==> src/rtl/best_fit_buffer_pool_macros.svh <==
// Assertion macros shared by the buffer pool RTL.
// Every macro samples on clk and is disabled while rst_n is low.
`ifndef BEST_FIT_BUFFER_POOL_MACROS_SVH
`define BEST_FIT_BUFFER_POOL_MACROS_SVH

// A condition that must hold at every clock edge.
`define BFBP_ASSERT_HOLD(label, expr, msg) \
    label: assert property (@(posedge clk) disable iff (!rst_n) (expr)) else $error(msg);

// A condition that must hold in the same cycle as its trigger.
`define BFBP_ASSERT_IMPL(label, ante, cons, msg) \
    label: assert property (@(posedge clk) disable iff (!rst_n) (ante) |-> (cons)) \
        else $error(msg);

// A condition that must hold in the cycle after its trigger.
`define BFBP_ASSERT_NEXT(label, ante, cons, msg) \
    label: assert property (@(posedge clk) disable iff (!rst_n) (ante) |=> (cons)) \
        else $error(msg);

`endif

==> src/rtl/bfbp_pkg.sv <==
// Shared constants, codes and types of the best-fit buffer pool.
// Depends on nothing; every other file of the block but the assertion macros header imports it.
package bfbp_pkg;

    localparam int DEF_POOL_SLOTS = 16;
    localparam int DEF_SIZE_BITS  = 32;

    localparam int OP_W     = 2;
    localparam int REQ_W    = 32;
    localparam int SLOT_W   = 4;
    localparam int STATUS_W = 2;
    localparam int HOW_W    = 2;
    localparam int CAP_W    = 32;

    localparam logic [OP_W-1:0] OP_ACQUIRE = 2'd0;
    localparam logic [OP_W-1:0] OP_RELEASE = 2'd1;
    localparam logic [OP_W-1:0] OP_CLEAR   = 2'd2;

    localparam logic [STATUS_W-1:0] STATUS_OK            = 2'd0;
    localparam logic [STATUS_W-1:0] STATUS_BAD_RELEASE   = 2'd1;
    localparam logic [STATUS_W-1:0] STATUS_CLEAR_REFUSED = 2'd2;
    localparam logic [STATUS_W-1:0] STATUS_POOL_FULL     = 2'd3;

    localparam logic [HOW_W-1:0] HOW_BEST_FIT = 2'd0;
    localparam logic [HOW_W-1:0] HOW_GROWN    = 2'd1;
    localparam logic [HOW_W-1:0] HOW_APPENDED = 2'd2;

    // Which candidates the fit unit has found so far in a scan.
    typedef struct packed {
        logic have_best;
        logic have_big;
    } fit_flags_t;

endpackage

==> src/rtl/bfbp_fit_unit.sv <==
// Shared compare unit of the pool scan: tracks the best-fitting and the largest free slot.
// Depends on bfbp_pkg; fed one slot per cycle by the top level's sequencer, busy slots marked invalid.
module bfbp_fit_unit
    import bfbp_pkg::*;
#(
    parameter int IDX_W     = 4,
    parameter int SIZE_BITS = DEF_SIZE_BITS
)
(
    input  logic                 clk,
    input  logic                 rst_n,
    input  logic                 start,
    input  logic                 cand_valid,
    input  logic [IDX_W-1:0]     cand_idx,
    input  logic [SIZE_BITS-1:0] cand_cap,
    input  logic [REQ_W-1:0]     req,
    output fit_flags_t           flags,
    output logic [IDX_W-1:0]     best_idx,
    output logic [SIZE_BITS-1:0] best_cap,
    output logic [IDX_W-1:0]     big_idx
);

    localparam int CMP_W = (SIZE_BITS > REQ_W) ? SIZE_BITS : REQ_W;

    fit_flags_t           flags_reg, flags_next;
    logic [IDX_W-1:0]     best_idx_reg, big_idx_reg;
    logic [SIZE_BITS-1:0] best_cap_reg, big_cap_reg;
    logic                 take_best, take_big;

    // The fit test compares against the full request, not the stored width.
    always_comb
    begin
        take_best = cand_valid && (CMP_W'(cand_cap) >= CMP_W'(req))
                    && (!flags_reg.have_best || cand_cap < best_cap_reg);
        take_big  = cand_valid && (!flags_reg.have_big || big_cap_reg < cand_cap);
        flags_next = flags_reg;
        if (start)
        begin
            flags_next = '0;
        end
        else
        begin
            if (take_best)
            begin
                flags_next.have_best = 1'b1;
            end
            if (take_big)
            begin
                flags_next.have_big = 1'b1;
            end
        end
    end

    always_ff @(posedge clk or negedge rst_n)
    begin
        if (!rst_n)
        begin
            flags_reg <= '0;
        end
        else
        begin
            flags_reg <= flags_next;
        end
    end

    always_ff @(posedge clk)
    begin
        if (!start && take_best)
        begin
            best_idx_reg <= cand_idx;
            best_cap_reg <= cand_cap;
        end
        if (!start && take_big)
        begin
            big_idx_reg <= cand_idx;
            big_cap_reg <= cand_cap;
        end
    end

    assign flags    = flags_reg;
    assign best_idx = best_idx_reg;
    assign best_cap = best_cap_reg;
    assign big_idx  = big_idx_reg;

endmodule

==> config.mk <==
export PLATFORM = sky130hd
export DESIGN_NAME = bfbp_fit_unit
export DESIGN_NICKNAME = d
export VERILOG_FILES = /design/src/rtl/best_fit_buffer_pool_macros.svh /design/src/rtl/bfbp_pkg.sv /design/src/rtl/bfbp_fit_unit.sv
export SDC_FILE = /design/constraint.sdc
export NUM_CORES = 1
export LEC_CHECK = 0
export ABC_CLOCK_PERIOD_IN_PS = 5200
export BUFFER_PORTS_ARGS = -buffer_cell sky130_fd_sc_hd__buf_4
export CORE_UTILIZATION = 32
export CTS_CLUSTER_SIZE = 40
export DETAILED_ROUTE_END_ITERATION = 7
export PLACE_DENSITY = 0.61
export SLEW_MARGIN = 40
export SYNTH_ARGS = -nofsm -noshare
export SYNTH_HDL_FRONTEND = slang
export SYNTH_SLANG_ARGS = --single-unit
==> constraint.sdc <==
create_clock -name clk -period 5.2 [get_ports clk]
set_input_delay 1.04 -clock clk [delete_from_list [all_inputs] [get_ports clk]]
set_output_delay 1.04 -clock clk [all_outputs]
set_load 0.01 [all_outputs]
**After elaboration in Yosys (flattened, before gate mapping)**

Index checks and enable logic that the tools add are counted.

- Input bits: 72
- Register bits after elaboration: 74

- Order comparisons: 3
- Reductions and logical operators: 12
- Muxes and demuxes: 3

Operators by type and width:

| kind | count |
|---|---|
| 32-bit < comparator | 2 |
| 32-bit >= comparator | 1 |
| 1-bit logical AND | 5 |
| 2-bit nonzero test | 2 |
| 1-bit zero test | 3 |
| 1-bit logical OR | 2 |
| 1-bit two-way mux | 2 |
| 2-bit two-way mux | 1 |

**Depth between registers and ports, before layout**

- Depth in word-level cells: 5
- Gate-level depth with buffers: 8

**Least setup slack after synthesis**

No wires, ideal clock.

- Path kind: input -> register
- Start: input cand_cap[25]
- End: register best_cap_reg[0], in the netlist best_cap[0], enable pin
- Stages: 7
- Path buffers: 0
- Data arrival time: 4.633 ns
- Setup slack: 0.083 ns
- Cell sequence: ha_1 a21o_1 nand3_1 a21oi_1 a211oi_1 o22ai_1 a211oi_1

- Word-level cells in the longest chain between the ends: 4
- Elaborated cells between the ends (all ways): 6
- Those cells by class: order compare: 2; reduce/logical: 4

RTL lines:

| item | RTL line | RTL |
|---|---|---|
| from (decl) | bfbp_fit_unit.sv:15 | `input logic [SIZE_BITS-1:0] cand_cap,` |
| 32-bit >= comparator / 32-bit < comparator (equally long branches) | bfbp_fit_unit.sv:33, bfbp_fit_unit.sv:34 |  |
| 1-bit logical AND / 1-bit logical OR (equally long branches) | bfbp_fit_unit.sv:33, bfbp_fit_unit.sv:34 |  |
| 1-bit logical AND * | bfbp_fit_unit.sv:34 | `&& (!flags_reg.have_best \|\| cand_cap < best_cap_reg);` |
| 1-bit logical AND * | bfbp_fit_unit.sv:68 | `if (!start && take_best)` |
| to (signal assigned) | bfbp_fit_unit.sv:71 | `best_cap_reg <= cand_cap;` |
| to (decl) | bfbp_fit_unit.sv:27 | `logic [SIZE_BITS-1:0] best_cap_reg, big_cap_reg;` |

Mark *: on every way between the ends. The rest lies on a longest branch, timed or not.
A chain may end at the register's enable or synchronous reset.

**Final worst setup path**

- Start: input cand_cap[13]
- End: register big_cap_reg[30], enable pin

- Word-level cells in the longest chain between the ends: 4

RTL lines:

| item | RTL line | RTL |
|---|---|---|
| 32-bit < comparator | bfbp_fit_unit.sv:35 | `take_big = cand_valid && (!flags_reg.have_big \|\| big_cap_reg < cand_cap);` |
| 1-bit logical OR | bfbp_fit_unit.sv:35 |  |
| 1-bit logical AND | bfbp_fit_unit.sv:35 |  |
| 1-bit logical AND | bfbp_fit_unit.sv:73 | `if (!start && take_big)` |
| to (signal assigned) | bfbp_fit_unit.sv:76 | `big_cap_reg <= cand_cap;` |
| to (decl) | bfbp_fit_unit.sv:27 |  |

Every way passes these cells.

==> impl_metrics.ini <==
[yosys]
synth_cell_type_count = 32
avgSynthCellArea_um2 = 11.0
synthCells = 416
synth_fp_nets = 582
yosysWarnings = 0
synth-seq-cells = 74
seq_area_frac_synth_pct = 48.3
syn_area_um2 = 4580

[setup_path]
cp-end-kind = flip-flop
cp.arrival_ns = 3.37
crit_path_start_kind = input pin
required_ns = 5.22
cp_max_fo = 16
crit_type = in -> reg

[power_and_ir_drop]
powerDensity_nw_per_um2 = 254
clockPowerShare_pct = 37.8
switching_power_uw = 394
swShare_pct = 25.9
p_leak_uw = 0.00289
seq_power_share_pct = 45.7
p_total_uw = 1520
power_frac_comb_pct = 16.5
p_int_uw = 1130
ir_drop_v = 0.000170

[sta]
setup_viol_count_final = 0
maxSlewHeadroom_pct = 65.0
fmax_mhz = 298
layout_setup_ws_ns = 1.85
skew_ns = 0.00936
hold_violations = 0
layout_min_cycle_time_ns = 3.35
tightest_slew_ns = 0.525
fin_setup_tns_ns = 0
timing.final.crit_share_pct = 64.5
rsz0062_at_grt = no
slew_viol_final = 0

[cells_and_area]
syn_to_final_growth_pct = 31.1
fin_area_um2 = 6000
final_common_cell = buf_4
diodes = 0
final_cell_mix = buf_4 (115), inv_1 (94), ha_1 (94)
drive_gt1_share_pct = 25.0
nNetsFinal = 710

[grt]
grt_pass1_vias = 3512
grt_pass1_wl_um = 16800
grt_max_degree = 23
antenna_found_initial = 0
grt_use_total_pct = 14.8
grt_overflow = 0

[detailed_routing]
met3_length_um = 395
top_layer = met4
firstDrtPassIters = 4
wl_per_cell_um = 14.2
vias = 3420
viasPerCell = 4.69
routed_wl_um = 10400
wl_met1_um = 4690
drcViolationCount = 0
drt_iter0_drc = 121
ant_nets = 0
route.met2.wl_um = 5060

[cts]
cts.clk_slew.worst_paths_ns = 0.05
holdBufCountCts = 0
cts.htree.levels = 3
clockBufferDepth = 2
clockRootBuffer = clkbuf_16
post_cts_resized = 0
cts_buffers = 9
clk_latency_ns = 0.33
clock-sinks = 74
cts_tree = built
post_cts_buffers = 0

[place]
place_area_um2 = 5720
routabilityCongestion = 0.803
dp_hpwl_um = 8510
preCtsSetupSlack_ns = 1.45
numPortBuffers = 113

[run_status]
outcome = finished, final reports clean

[floorplan]
dieArea_um2 = 14800
die_height_um = 122
io_pins = 114
core_um2 = 13900
die_w_um = 122
start_util_pct = 32.9
fp-row-count = 43

[run]
maxCapViolations = 0

[min_path]
holdCritPathClass = in -> async
## layout make-up
class                      count  area (µm²)
timing repair buffer         117         895
multi-input combinational    247        2040
clock buffer                   9         225
inverter                      95         357
tap                          180         225
fill                        1339        7930
sequential                    74        2210
clock inverter                 7        52.6
## stage by stage
step | hold slack, ns | utilization, % | instances
after floorplan | 0.557 | - | 416
after global placement | 0.543 | 41.0 | 712
after detailed placement | 0.548 | 41.0 | 712
after CTS | 0.483 | 43.0 | 728
after global routing | 0.478 | 43.1 | 729
final | 0.493 | 43.1 | 729
## power groups by stage
stage / registers, µW / logic (µW) / clock network, µW
6_report: 696 / 251 / 576
5_1_grt: 698 / 289 / 608
4_1_cts: 696 / 256 / 584
3_5_place_dp: 708 / 254 / 0
3_3_place_gp: 708 / 242 / 0
2_1_floorplan: 714 / 122 / 0
## worst max-delay path, stage by stage
cell      delay [ns]
buf_4           0.11
inv_1           0.04
ha_1            0.32
a21o_1          0.18
a21o_1          0.18
a221oi_2        0.26
o211ai_1        0.14
a211o_1         0.32
a31oi_4         0.44
buf_4           0.34
## cells in the mapped netlist (all sizes together)
library cell,number,area share [%]
clkinv,1,0.082
nand4,8,1.1
nor2,11,0.90
a211oi,7,1.1
o22ai,2,0.27
a21o,4,0.66
inv,94,7.7
nand2b,4,0.55
a21oi,37,4.0
nand3,7,0.76
o21a,1,0.16
o211ai,1,0.16
a41oi,1,0.19
a31oi,1,0.14
edfxtp,72,47
and4,6,1.2
nor2b,3,0.41
o2111ai,1,0.19
ha,94,26
nor3,3,0.33
o21ai,17,1.9
o21bai,1,0.16
or4,1,0.16
dfrtp,2,1.1
nand2,31,2.5
or3,1,0.14
a221oi,4,0.90
a211o,1,0.19
## final timing paths
| path | startpoint | cells past startpoint | end | slack [ns] |
|---|---|---|---|---|
| max in group asynchronous | rst_n | 1 | flags[1] | 4.61 |
| worst max-delay path | cand_cap[13] | 10 | big_cap_reg[30] | 1.85 |
| min in group clk | flags[1] | 2 | flags[1] | 0.56 |
| worst max register to register | big_cap_reg[13] | 8 | big_cap_reg[30] | 2.32 |
| worst min-delay path | rst_n | 1 | flags[0] | 0.49 |
| worst min register to register | flags[1] | 2 | flags[1] | 0.56 |
## logic make-up after synthesis
| group | synth area share [%] |
|---|---|
| AND/OR/NAND/NOR | 8.06 |
| adder cells (fa/ha/maj) | 25.7 |
| flip-flops | 48.3 |
| buffers and inverters | 7.79 |
| AO/OA/AOI/OAI | 10.2 |
## per-layer routing
layer | GRT usage (%) | up-vias
met2 | 25.8 | 85
met1 | 18.1 | 1586
met4 | 6.17 | 0
li1 | - | 1734
met3 | 2.48 | 15
met5 | 0 | -
(Power assumes the default switching activity.)
